<file path="src/hdl/tbgr_pkg.sv">
// Shared types, constants and helpers for the throttle bar graph renderer.
// No dependencies; every other file of the block refers to this package.
package tbgr_pkg;

    localparam int STRIP_LEDS = 32;
    localparam int CNT_W      = $clog2(STRIP_LEDS + 1);
    localparam int IDX_W      = 5;
    localparam int SAMPLE_W   = 12;
    localparam int LEN_W      = 6;
    localparam int BYTE_W     = 8;
    localparam int CFG_IDX_W  = 3;
    localparam int CFG_DATA_W = 12;

    // configuration register indexes
    localparam logic [CFG_IDX_W-1:0] REG_CENTER_VALUE = CFG_IDX_W'(0);
    localparam logic [CFG_IDX_W-1:0] REG_FULL_VALUE   = CFG_IDX_W'(1);
    localparam logic [CFG_IDX_W-1:0] REG_STRIP_LENGTH = CFG_IDX_W'(2);
    localparam logic [CFG_IDX_W-1:0] REG_FILL_MODE    = CFG_IDX_W'(3);
    localparam logic [CFG_IDX_W-1:0] REG_BYTE_ORDER   = CFG_IDX_W'(4);

    // fill modes
    localparam logic [1:0] FILL_BOTTOM = 2'd0;
    localparam logic [1:0] FILL_TOP    = 2'd1;
    localparam logic [1:0] FILL_MIDDLE = 2'd2;

    // color orders
    localparam logic [2:0] ORDER_RGB = 3'd0;
    localparam logic [2:0] ORDER_RBG = 3'd1;
    localparam logic [2:0] ORDER_GRB = 3'd2;
    localparam logic [2:0] ORDER_GBR = 3'd3;
    localparam logic [2:0] ORDER_BRG = 3'd4;
    localparam logic [2:0] ORDER_BGR = 3'd5;

    typedef struct packed {
        logic [SAMPLE_W-1:0] center_value;
        logic [SAMPLE_W-1:0] full_value;
        logic [LEN_W-1:0]    strip_length;
        logic [1:0]          fill_mode;
        logic [2:0]          byte_order;
    } cfg_t;

    // per-frame parameters handed from the arithmetic pipe to the emitter
    typedef struct packed {
        logic                black;
        logic                brake;
        logic [SAMPLE_W-1:0] fulls;
        logic [BYTE_W-1:0]   part;
    } item_t;

    // clamp the strip length into 1..STRIP_LEDS
    function automatic logic [CNT_W-1:0] clamp_len(input logic [LEN_W-1:0] len);
        int l;
        l = int'(len);
        if (l == 0)
        begin
            l = 1;
        end
        if (l > STRIP_LEDS)
        begin
            l = STRIP_LEDS;
        end
        return CNT_W'(l);
    endfunction

endpackage

</file>
<file path="src/hdl/tbgr_stream_if.sv">
// Valid/ready stream interfaces for throttle samples and LED colors.
// Depends on tbgr_pkg for field widths.
interface tbgr_in_if;
    logic                          valid;
    logic                          ready;
    logic [tbgr_pkg::SAMPLE_W-1:0] throttle_sample;
    logic                          system_on;
    logic                          bar_allowed;

    modport source (output valid, output throttle_sample, output system_on,
                    output bar_allowed, input ready);
    modport sink   (input valid, input throttle_sample, input system_on,
                    input bar_allowed, output ready);
endinterface

interface tbgr_out_if;
    logic                        valid;
    logic                        ready;
    logic [tbgr_pkg::IDX_W-1:0]  led_index;
    logic [tbgr_pkg::BYTE_W-1:0] first_byte;
    logic [tbgr_pkg::BYTE_W-1:0] second_byte;
    logic [tbgr_pkg::BYTE_W-1:0] third_byte;
    logic                        frame_end;

    modport source (output valid, output led_index, output first_byte,
                    output second_byte, output third_byte, output frame_end,
                    input ready);
    modport sink   (input valid, input led_index, input first_byte,
                    input second_byte, input third_byte, input frame_end,
                    output ready);
endinterface

</file>
<file path="src/hdl/tbgr_calc_pipe.sv">
// Ten-stage arithmetic pipe: step, full steps, remainder and partial level.
// Depends on tbgr_pkg and tbgr_in_if.
module tbgr_calc_pipe
(
    input  logic            clk,
    input  logic            rst_n,
    input  tbgr_pkg::cfg_t  cfg,
    tbgr_in_if.sink         samples,
    output logic            item_valid,
    output tbgr_pkg::item_t item,
    input  logic            take
);

    localparam int NUM_STAGES = 10;
    localparam int LAST       = NUM_STAGES - 1;
    localparam int W          = tbgr_pkg::SAMPLE_W;

    typedef struct packed {
        logic         black;
        logic         brake;
        logic [W-1:0] dev;
        logic [W-1:0] shreg;
        logic [W-1:0] rem;
        logic [W-1:0] quo;
        logic [W-1:0] step;
        logic [W-1:0] fulls;
    } calc_t;

    typedef struct packed {
        logic [W-1:0] rem;
        logic         q;
    } div_t;

    logic  [NUM_STAGES-1:0] valid_reg;
    logic  [NUM_STAGES-1:0] valid_next;
    calc_t                  stage_reg  [NUM_STAGES];
    calc_t                  stage_next [NUM_STAGES];
    logic                   en;
    logic  [W-1:0]          len_d;
    logic  [W+7:0]          num;

    // one restoring step: shift in a numerator bit, subtract if it fits
    function automatic div_t div_bit(input logic [W-1:0] rem, input logic nbit,
                                     input logic [W-1:0] d);
        div_t        r;
        logic [W:0]  t;
        t = {rem, nbit};
        if (t >= {1'b0, d})
        begin
            t   = t - {1'b0, d};
            r.q = 1'b1;
        end
        else
        begin
            r.q = 1'b0;
        end
        r.rem = t[W-1:0];
        return r;
    endfunction

    // four quotient bits per stage
    function automatic calc_t run4(input calc_t c_in, input logic [W-1:0] d);
        calc_t c;
        div_t  r;
        c = c_in;
        for (int j = 0; j < 4; j++)
        begin
            r       = div_bit(c.rem, c.shreg[W-1], d);
            c.rem   = r.rem;
            c.shreg = {c.shreg[W-2:0], 1'b0};
            c.quo   = {c.quo[W-2:0], r.q};
        end
        return c;
    endfunction

    assign en            = !valid_reg[LAST] || take;
    assign samples.ready = en;
    assign len_d         = W'(tbgr_pkg::clamp_len(cfg.strip_length));
    assign num           = {stage_reg[6].rem, 8'd0} - {8'd0, stage_reg[6].rem};

    always_comb
    begin
        // setup: deviation from center and span above center
        stage_next[0]       = '0;
        stage_next[0].black = !(samples.system_on && samples.bar_allowed);
        stage_next[0].brake = samples.throttle_sample < cfg.center_value;
        stage_next[0].dev   = stage_next[0].brake
                            ? cfg.center_value - samples.throttle_sample
                            : samples.throttle_sample - cfg.center_value;
        stage_next[0].shreg = (cfg.full_value > cfg.center_value)
                            ? cfg.full_value - cfg.center_value : '0;

        // span / length
        stage_next[1] = run4(stage_reg[0], len_d);
        stage_next[2] = run4(stage_reg[1], len_d);
        stage_next[3] = run4(stage_reg[2], len_d);

        // clamp zero step, then deviation / step
        stage_next[4]       = stage_reg[3];
        stage_next[4].step  = (stage_reg[3].quo == '0) ? W'(1) : stage_reg[3].quo;
        stage_next[4].shreg = stage_reg[3].dev;
        stage_next[4].rem   = '0;
        stage_next[4].quo   = '0;
        stage_next[4]       = run4(stage_next[4], stage_next[4].step);
        stage_next[5]       = run4(stage_reg[4], stage_reg[4].step);
        stage_next[6]       = run4(stage_reg[5], stage_reg[5].step);

        // 255 * remainder; its top bits are already below the step
        stage_next[7]       = stage_reg[6];
        stage_next[7].fulls = stage_reg[6].quo;
        stage_next[7].rem   = num[W+7:8];
        stage_next[7].shreg = {num[7:0], 4'd0};
        stage_next[7].quo   = '0;

        // partial level, eight quotient bits
        stage_next[8] = run4(stage_reg[7], stage_reg[7].step);
        stage_next[9] = run4(stage_reg[8], stage_reg[8].step);

        valid_next = {valid_reg[NUM_STAGES-2:0], samples.valid};
    end

    always_ff @(posedge clk or negedge rst_n)
    begin
        if (!rst_n)
        begin
            valid_reg <= '0;
        end
        else if (en)
        begin
            valid_reg <= valid_next;
        end
    end

    always_ff @(posedge clk)
    begin
        if (en)
        begin
            for (int k = 0; k < NUM_STAGES; k++)
            begin
                stage_reg[k] <= stage_next[k];
            end
        end
    end

    assign item_valid = valid_reg[LAST];
    assign item.black = stage_reg[LAST].black;
    assign item.brake = stage_reg[LAST].brake;
    assign item.fulls = stage_reg[LAST].fulls;
    assign item.part  = stage_reg[LAST].quo[tbgr_pkg::BYTE_W-1:0];

    a_hold_on_stall: assert property (@(posedge clk) disable iff (!rst_n)
        valid_reg[LAST] && !take |=> valid_reg[LAST] && $stable(stage_reg[LAST]))
        else $error("final stage changed while stalled");

    a_step_nonzero: assert property (@(posedge clk) disable iff (!rst_n)
        valid_reg[4] |-> stage_reg[4].step != '0)
        else $error("zero step reached the divider");

    a_rem_below_step: assert property (@(posedge clk) disable iff (!rst_n)
        valid_reg[6] |-> stage_reg[6].rem < stage_reg[6].step)
        else $error("remainder not below step");

endmodule

</file>
<file path="src/hdl/tbgr_frame_emit.sv">
// Frame emitter: registers one LED color per cycle unless the sink stalls.
// Depends on tbgr_pkg and tbgr_out_if.
module tbgr_frame_emit
(
    input  logic            clk,
    input  logic            rst_n,
    input  tbgr_pkg::cfg_t  cfg,
    input  logic            item_valid,
    input  tbgr_pkg::item_t item,
    output logic            take,
    tbgr_out_if.source      pixels
);

    localparam int CW = tbgr_pkg::CNT_W;
    localparam int BW = tbgr_pkg::BYTE_W;

    logic                          busy_reg,  busy_next;
    logic [CW-1:0]                 p_reg,     p_next;
    logic [CW-1:0]                 total_reg;
    tbgr_pkg::item_t               frame_reg;
    logic                          ov_reg,    ov_next;
    logic [tbgr_pkg::IDX_W-1:0]    idx_reg;
    logic [BW-1:0]                 b1_reg, b2_reg, b3_reg;
    logic                          fe_reg;

    logic [CW-1:0] len_eff;
    logic [CW-1:0] half;
    logic [CW-1:0] item_total;
    logic [CW-1:0] pos;
    logic [BW-1:0] lv;
    logic [BW-1:0] r, g, b;
    logic [BW-1:0] c1, c2, c3;
    logic          fire;
    logic          last;

    assign len_eff = tbgr_pkg::clamp_len(cfg.strip_length);
    assign half    = len_eff >> 1;

    always_comb
    begin
        if (item.black)
        begin
            item_total = CW'(tbgr_pkg::STRIP_LEDS);
        end
        else
        begin
            case (cfg.fill_mode) inside
                tbgr_pkg::FILL_BOTTOM, tbgr_pkg::FILL_TOP: item_total = len_eff;
                tbgr_pkg::FILL_MIDDLE:                     item_total = half << 1;
                default:                                   item_total = '0;
            endcase
        end
    end

    assign fire = busy_reg && (!ov_reg || pixels.ready);
    assign last = p_reg == total_reg - CW'(1);
    assign take = !busy_reg || (fire && last);

    // distance of this LED from the start of the bar
    always_comb
    begin
        case (cfg.fill_mode)
            tbgr_pkg::FILL_TOP:    pos = len_eff - CW'(1) - p_reg;
            tbgr_pkg::FILL_MIDDLE: pos = (p_reg < half) ? half - CW'(1) - p_reg
                                                        : p_reg - half;
            default:               pos = p_reg;
        endcase
    end

    always_comb
    begin
        if (frame_reg.black)
        begin
            lv = '0;
        end
        else if (tbgr_pkg::SAMPLE_W'(pos) < frame_reg.fulls)
        begin
            lv = '1;
        end
        else if (tbgr_pkg::SAMPLE_W'(pos) == frame_reg.fulls)
        begin
            lv = frame_reg.part;
        end
        else
        begin
            lv = '0;
        end
        r = (frame_reg.brake && !frame_reg.black) ? lv : '0;
        g = (frame_reg.brake && !frame_reg.black) ? '0 : lv;
        b = '0;
    end

    always_comb
    begin
        unique case (cfg.byte_order)
            tbgr_pkg::ORDER_RGB: begin c1 = r; c2 = g; c3 = b; end
            tbgr_pkg::ORDER_RBG: begin c1 = r; c2 = b; c3 = g; end
            tbgr_pkg::ORDER_GRB: begin c1 = g; c2 = r; c3 = b; end
            tbgr_pkg::ORDER_GBR: begin c1 = g; c2 = b; c3 = r; end
            tbgr_pkg::ORDER_BRG: begin c1 = b; c2 = r; c3 = g; end
            tbgr_pkg::ORDER_BGR: begin c1 = b; c2 = g; c3 = r; end
            default:             begin c1 = '0; c2 = '0; c3 = '0; end
        endcase
    end

    always_comb
    begin
        busy_next = busy_reg;
        p_next    = p_reg;
        if (take)
        begin
            busy_next = item_valid && (item_total != '0);
            p_next    = '0;
        end
        else if (fire)
        begin
            p_next = p_reg + CW'(1);
        end

        ov_next = ov_reg;
        if (fire)
        begin
            ov_next = 1'b1;
        end
        else if (pixels.ready)
        begin
            ov_next = 1'b0;
        end
    end

    always_ff @(posedge clk or negedge rst_n)
    begin
        if (!rst_n)
        begin
            busy_reg <= 1'b0;
            p_reg    <= '0;
            ov_reg   <= 1'b0;
        end
        else
        begin
            busy_reg <= busy_next;
            p_reg    <= p_next;
            ov_reg   <= ov_next;
        end
    end

    always_ff @(posedge clk)
    begin
        if (take && item_valid)
        begin
            frame_reg <= item;
            total_reg <= item_total;
        end
        if (fire)
        begin
            idx_reg <= tbgr_pkg::IDX_W'(p_reg);
            b1_reg  <= c1;
            b2_reg  <= c2;
            b3_reg  <= c3;
            fe_reg  <= last;
        end
    end

    assign pixels.valid       = ov_reg;
    assign pixels.led_index   = idx_reg;
    assign pixels.first_byte  = b1_reg;
    assign pixels.second_byte = b2_reg;
    assign pixels.third_byte  = b3_reg;
    assign pixels.frame_end   = fe_reg;

    a_pos_in_frame: assert property (@(posedge clk) disable iff (!rst_n)
        busy_reg |-> p_reg < total_reg)
        else $error("LED counter ran past the frame");

    a_frame_end_marks_last: assert property (@(posedge clk) disable iff (!rst_n)
        fire && last |=> ov_reg && fe_reg)
        else $error("last LED of a frame not flagged");

    a_black_full_strip: assert property (@(posedge clk) disable iff (!rst_n)
        busy_reg && frame_reg.black |-> total_reg == CW'(tbgr_pkg::STRIP_LEDS))
        else $error("black frame does not cover the whole strip");

endmodule

</file>
<file path="src/hdl/throttle_bar_graph_renderer_top.sv">
// Throttle bar graph renderer: one throttle sample in, one frame of LED colors out.
// A sample passes the pipe stages, then the emitter's frame and output registers.
// Throughput: one LED color per cycle while the sink takes each color; a frame
// emits STRIP_LEDS colors when dark, the clamped strip length in bottom/top mode,
// 2*floor(length/2) in middle mode, else none; the single output port sets the rate.
// Reset (rst_n low, asynchronous) empties the pipe and loads the register defaults.
module throttle_bar_graph_renderer_top
(
    input  logic                            clk,
    input  logic                            rst_n,
    tbgr_in_if.sink                         samples,
    tbgr_out_if.source                      pixels,
    input  logic                            cfg_we,
    input  logic [tbgr_pkg::CFG_IDX_W-1:0]  cfg_index,
    input  logic [tbgr_pkg::CFG_DATA_W-1:0] cfg_data
);

    tbgr_pkg::cfg_t  cfg_reg;
    tbgr_pkg::cfg_t  cfg_next;
    logic            item_valid;
    tbgr_pkg::item_t item;
    logic            take;

    // Register file. The user must make writes only while the block is idle; the block
    // does not enforce it. The arithmetic pipe and emitter read these fields directly.
    always_comb
    begin
        cfg_next = cfg_reg;
        if (cfg_we)
        begin
            unique case (cfg_index)
                tbgr_pkg::REG_CENTER_VALUE:
                    cfg_next.center_value = cfg_data[tbgr_pkg::SAMPLE_W-1:0];
                tbgr_pkg::REG_FULL_VALUE:
                    cfg_next.full_value   = cfg_data[tbgr_pkg::SAMPLE_W-1:0];
                tbgr_pkg::REG_STRIP_LENGTH:
                    cfg_next.strip_length = cfg_data[tbgr_pkg::LEN_W-1:0];
                tbgr_pkg::REG_FILL_MODE:
                    cfg_next.fill_mode    = cfg_data[1:0];
                tbgr_pkg::REG_BYTE_ORDER:
                    cfg_next.byte_order   = cfg_data[2:0];
                default:
                    cfg_next = cfg_reg;   // drop writes to unknown indexes
            endcase
        end
    end

    always_ff @(posedge clk or negedge rst_n)
    begin
        if (!rst_n)
        begin
            cfg_reg.center_value <= tbgr_pkg::SAMPLE_W'(1500);
            cfg_reg.full_value   <= tbgr_pkg::SAMPLE_W'(2000);
            cfg_reg.strip_length <= tbgr_pkg::LEN_W'(32);
            cfg_reg.fill_mode    <= tbgr_pkg::FILL_BOTTOM;
            cfg_reg.byte_order   <= tbgr_pkg::ORDER_GRB;
        end
        else
        begin
            cfg_reg <= cfg_next;
        end
    end

    // Arithmetic pipe: accepts a sample transaction whenever its last stage
    // is empty or being handed to the emitter; every stage advances together.
    tbgr_calc_pipe u_calc
    (
        .clk        (clk),
        .rst_n      (rst_n),
        .cfg        (cfg_reg),
        .samples    (samples),
        .item_valid (item_valid),
        .item       (item),
        .take       (take)
    );

    // Emitter: takes the next frame in the cycle the current one issues its
    // last LED, so frames follow one another without a gap; the emitter stalls
    // while a registered color waits for the sink.
    tbgr_frame_emit u_emit
    (
        .clk        (clk),
        .rst_n      (rst_n),
        .cfg        (cfg_reg),
        .item_valid (item_valid),
        .item       (item),
        .take       (take),
        .pixels     (pixels)
    );

endmodule
</file>
<file path="src/flat_wrapper.sv">
// flat-port wrapper written by rule: the top's interface ports become plain ports
module throttle_bar_graph_renderer_top_flat 
  (clk, rst_n, cfg_we, cfg_index, cfg_data, samples_valid, samples_throttle_sample, samples_system_on, samples_bar_allowed, samples_ready, pixels_valid, pixels_led_index, pixels_first_byte, pixels_second_byte, pixels_third_byte, pixels_frame_end, pixels_ready);
  tbgr_in_if samples_i ();
  tbgr_out_if pixels_i ();
  input  logic clk;
  input  logic rst_n;
  input  logic cfg_we;
  input  logic [tbgr_pkg::CFG_IDX_W-1:0] cfg_index;
  input  logic [tbgr_pkg::CFG_DATA_W-1:0] cfg_data;
  input wire logic [$bits(samples_i.valid)-1:0] samples_valid;
  input wire logic [$bits(samples_i.throttle_sample)-1:0] samples_throttle_sample;
  input wire logic [$bits(samples_i.system_on)-1:0] samples_system_on;
  input wire logic [$bits(samples_i.bar_allowed)-1:0] samples_bar_allowed;
  output wire logic [$bits(samples_i.ready)-1:0] samples_ready;
  output wire logic [$bits(pixels_i.valid)-1:0] pixels_valid;
  output wire logic [$bits(pixels_i.led_index)-1:0] pixels_led_index;
  output wire logic [$bits(pixels_i.first_byte)-1:0] pixels_first_byte;
  output wire logic [$bits(pixels_i.second_byte)-1:0] pixels_second_byte;
  output wire logic [$bits(pixels_i.third_byte)-1:0] pixels_third_byte;
  output wire logic [$bits(pixels_i.frame_end)-1:0] pixels_frame_end;
  input wire logic [$bits(pixels_i.ready)-1:0] pixels_ready;
  assign samples_i.valid = samples_valid;
  assign samples_i.throttle_sample = samples_throttle_sample;
  assign samples_i.system_on = samples_system_on;
  assign samples_i.bar_allowed = samples_bar_allowed;
  assign samples_ready = samples_i.ready;
  assign pixels_valid = pixels_i.valid;
  assign pixels_led_index = pixels_i.led_index;
  assign pixels_first_byte = pixels_i.first_byte;
  assign pixels_second_byte = pixels_i.second_byte;
  assign pixels_third_byte = pixels_i.third_byte;
  assign pixels_frame_end = pixels_i.frame_end;
  assign pixels_i.ready = pixels_ready;
  throttle_bar_graph_renderer_top u_core (.clk(clk), .rst_n(rst_n), .samples(samples_i), .pixels(pixels_i), .cfg_we(cfg_we), .cfg_index(cfg_index), .cfg_data(cfg_data));
endmodule
</file>
<file path="config.mk">
export PLATFORM = sky130hd
export DESIGN_NAME = throttle_bar_graph_renderer_top_flat
export DESIGN_NICKNAME = d
export VERILOG_FILES = /design/src/hdl/tbgr_pkg.sv /design/src/hdl/tbgr_stream_if.sv /design/src/hdl/tbgr_calc_pipe.sv /design/src/hdl/tbgr_frame_emit.sv /design/src/hdl/throttle_bar_graph_renderer_top.sv /design/src/flat_wrapper.sv
export SDC_FILE = /design/constraint.sdc
export NUM_CORES = 1
export LEC_CHECK = 0
export BUFFER_PORTS_ARGS = -buffer_cell sky130_fd_sc_hd__buf_4
export CAP_MARGIN = 10
export CORE_MARGIN = 2
export CORE_UTILIZATION = 25
export CTS_CLUSTER_DIAMETER = 50
export DETAILED_ROUTE_END_ITERATION = 16
export PLACE_DENSITY_LB_ADDON = 0.12
export SYNTH_ARGS = -nofsm -noshare
export SYNTH_HDL_FRONTEND = slang
export SYNTH_SLANG_ARGS = --single-unit
</file>
<file path="constraint.sdc">
create_clock -name clk -period 16.8 [get_ports clk]
set_input_delay 0.84 -clock clk [delete_from_list [all_inputs] [get_ports clk]]
set_output_delay 0.84 -clock clk [all_outputs]
set_load 0.03 [all_outputs]
</file>
==> impl_metrics.csv <==
group,metric,value,unit
worst_setup_path,required,17.18,ns
die,ios,66,
finish,fillers,14300,
synth,synth_top_cells_by_count,"edfxtp_1 (414), ha_1 (364), inv_1 (317)",
power_and_ir_drop,power_density,192,mW/mm2
sta,max_freq,80.0,MHz
clocking,ctsHtreeMaxLevel,3,
finish,fin_nets,3958,
placed_design,gp_congestion,0.813,
worst_setup_path,cp_slowest_stage_delay,0.83,ns
die,rows,135,
placed_design,dp_slack,4.41,ns
clocking,cts_made_buffers,75,
worst_setup_path,r2r_slack,4.31,ns
placed_design,hpwl,72.8,mm
power_and_ir_drop,vdd_drop_max,0.0000968,V
detailed_routing,ant_nets,0,
worst_setup_path,r2r-start,"u_core.u_calc.stage_reg[3][31]",
detailed_routing,vias,24800,
sta,setup_ws,4.31,ns
clocking,cts_tree,"done",
grt,grt_start_max_net_pins,139,
outcome,status,"finished, final reports clean",
worst_setup_path,critPathLaunch,"u_core.u_calc.stage_reg[3][31]",
finish,antenna_cells,0,
sta,setup_tns,0,ns
finish,largest_reg_flops,356,
synth,yosys.area.top_type,"edfxtp_1",
synth,synth_cell_types,93,
run,cap_violations,0,
grt,gr-usage-all-layers,13.3,%
die,dieArea,0.140,mm2
sta,finalSetupViolCount,0,
synth,ys_ff_latch,467,
detailed_routing,drt_iter0_drc,1225,
synth,netlist.area_leader.share,36.4,%
synth,synth_edf_count,414,
die,die_w,374,um
clocking,clkSinkCount,467,
placed_design,port_buffers,65,
die,initial_core_util,25.2,%
clocking,clk_pin_slew,0.05,ns
finish,drive_gt1_share,12.2,%
worst_setup_path,arrival,12.87,ns
synth,syn-cell-area,0.0342,mm2
detailed_routing,routed_wl,93.9,mm
synth,ys_seq_area_share,40.3,%
sta,worst_hold_slack,0.248,ns
sta,hold_violations,0,
detailed_routing,post-route-drc-count,0,
detailed_routing,wire_per_inst,17.5,um
worst_setup_path,critPathLaunchType,"flip-flop",
worst_setup_path,crit_buf_inv,3,
clocking,clockBufferDepth,3,
grt,grt_remaining_overflow,0,
detailed_routing,vias_per_cell,4.62,
min_path,hold_class,"primary input to async pin",
worst_setup_path,critical_path_class,"flip-flop to flip-flop",
synth,synthTopCellsByArea,"edfxtp_1 (36%), ha_1 (13%), mux2_2 (4.7%), xnor2_1 (4.1%), a21oi_1 (3.5%)",
power_and_ir_drop,leakage,15.7,nW
synth,synthCells,3425,
worst_setup_path,cp_top_family,"compound AO/OA/AOI/OAI gates",
grt,first_global_vias,25200,
sta,slew_headroom,34.8,%
finish,area_delta_synth_final,15.5,%
die,core,0.136,mm2
synth,yosysWarnings,0,
die,fp.dieH,374,um
sta,min_period,12.49,ns
synth,syn-num-nets,3856,
sta,rsz0062_at_grt,"no",
worst_setup_path,cp_common_cell,"o21ai_0",
synth,ys.flop_type,"edfxtp_1",
clocking,root_buffer,"clkbuf_16",
worst_setup_path,worst-r2r-cell-count,49,
sta,slew_viol_final,0,
grt,grt_pass1_wl,146,mm
clocking,holdBufCountCts,0,
worst_setup_path,worst-path-max-fanout,18,
sta,fin_crit_sh,74.4,%
sta,skew,0.0284,ns
worst_setup_path,r2r_end,"u_core.u_calc.stage_reg[4][44]",
worst_setup_path,cp-end-kind,"flip-flop",
detailed_routing,first_pass_iters,5,
grt,antenna_found_initial,1,
sta,max_slew.worst_pin.slew,0.969,ns
clocking,postCtsSetupBuffers,0,
synth,yosysMostFrequentCell,"edfxtp_1",
clocking,cts-resized-gates,0,
synth,async_flop_share,11.3,%
clocking,clk_latency,0.65,ns
worst_setup_path,cpMaxStageDelayCell,"o31ai_1",
synth,syn-mean-instance-area,9.98,um2
cell usage in the layout (no fill, tap or decap), drive strengths merged, types with 33 or more instances in the layout:
| master | netlist | final |
|---|---|---|
| fa | 33 | 33 |
| ha | 364 | 364 |
| nor3 | 73 | 73 |
| inv | 321 | 336 |
| clkbuf | 52 | 89 |
| o21ai | 208 | 208 |
| a21boi | 36 | 36 |
| o21bai | 42 | 42 |
| mux2 | 150 | 150 |
| xnor2 | 159 | 159 |
| a21oi | 247 | 247 |
| a21o | 55 | 55 |
| nand4 | 62 | 62 |
| nand3 | 47 | 47 |
| nor2 | 306 | 306 |
| o21a | 38 | 38 |
| nand2 | 215 | 215 |
| nor2b | 68 | 68 |
| edfxtp | 414 | 414 |
| buf | 15 | 92 |
| nand2b | 54 | 54 |
| mux2i | 38 | 38 |
| dfrtp | 38 | 38 |
| xor2 | 59 | 59 |
logic make-up after synthesis:
group | share of synthesized area (%)
compound gates | 14.6
xor+xnor | 5.58
fa+ha+maj | 15.3
buf+inv | 4.33
flops | 40.3
mux | 6.07
simple gates | 13.9
power breakdown:
part | switching (mW) | total (mW) | internal (mW) | leakage [nW]
Combinational | 2.43 | 4.35 | 1.92 | 10.1
Sequential | 0.0871 | 1.65 | 1.57 | 4.34
Clock | 0.609 | 1.60 | 0.986 | 1.26
Total | 3.13 | 7.60 | 4.47 | 15.7
routing by layer:
| layer | share of wire (%) | GRT usage [%] | vias up |
|---|---|---|---|
| met4 | 1.8 | 3.09 | 0 |
| met5 | 0 | 0 | - |
| li1 | - | - | 12600 |
| met2 | 48 | 22.9 | 223 |
| met3 | 2.1 | 1.68 | 96 |
| met1 | 48 | 17.7 | 11800 |
how the worst max path moves through the flow:
stage	end	slack [ns]	depth (start not counted)
3_5_place_dp	u_core.u_calc.stage_reg[4][44]	4.41	49
5_1_grt	u_core.u_calc.stage_reg[4][45]	3.08	49
4_1_cts	u_core.u_calc.stage_reg[4][44]	4.35	49
6_report	u_core.u_calc.stage_reg[4][44]	4.31	49
3_3_place_gp	u_core.u_calc.stage_reg[4][45]	4.40	49
2_1_floorplan	u_core.u_calc.valid_reg[1]	3.13	8
through the flow:
step                      cell area (um2)  std cells  util (%)  total power, mW
after floorplan                     34200       3425         -             5.08
after global routing                39500       5369      29.1             8.30
after global placement              36900       5231      27.2             6.09
final                               39500       5369      29.1             7.60
after detailed placement            36900       5231      27.2             6.05
after CTS                           39500       5369      29.1             7.72
final cells by class:
| type | count | area, um2 | share of cell area, % |
|---|---|---|---|
| multi-input cells | 2569 | 19000 | 48.0 |
| repair buffers | 92 | 703 | 1.78 |
| well taps | 1781 | 2230 | 5.64 |
| inverters | 322 | 1210 | 3.06 |
| flip-flops and latches | 467 | 13800 | 34.9 |
| clock buffers | 89 | 1970 | 4.99 |
| clock inverters | 49 | 651 | 1.65 |
Note: power is estimated with default switching activity, not from simulation.
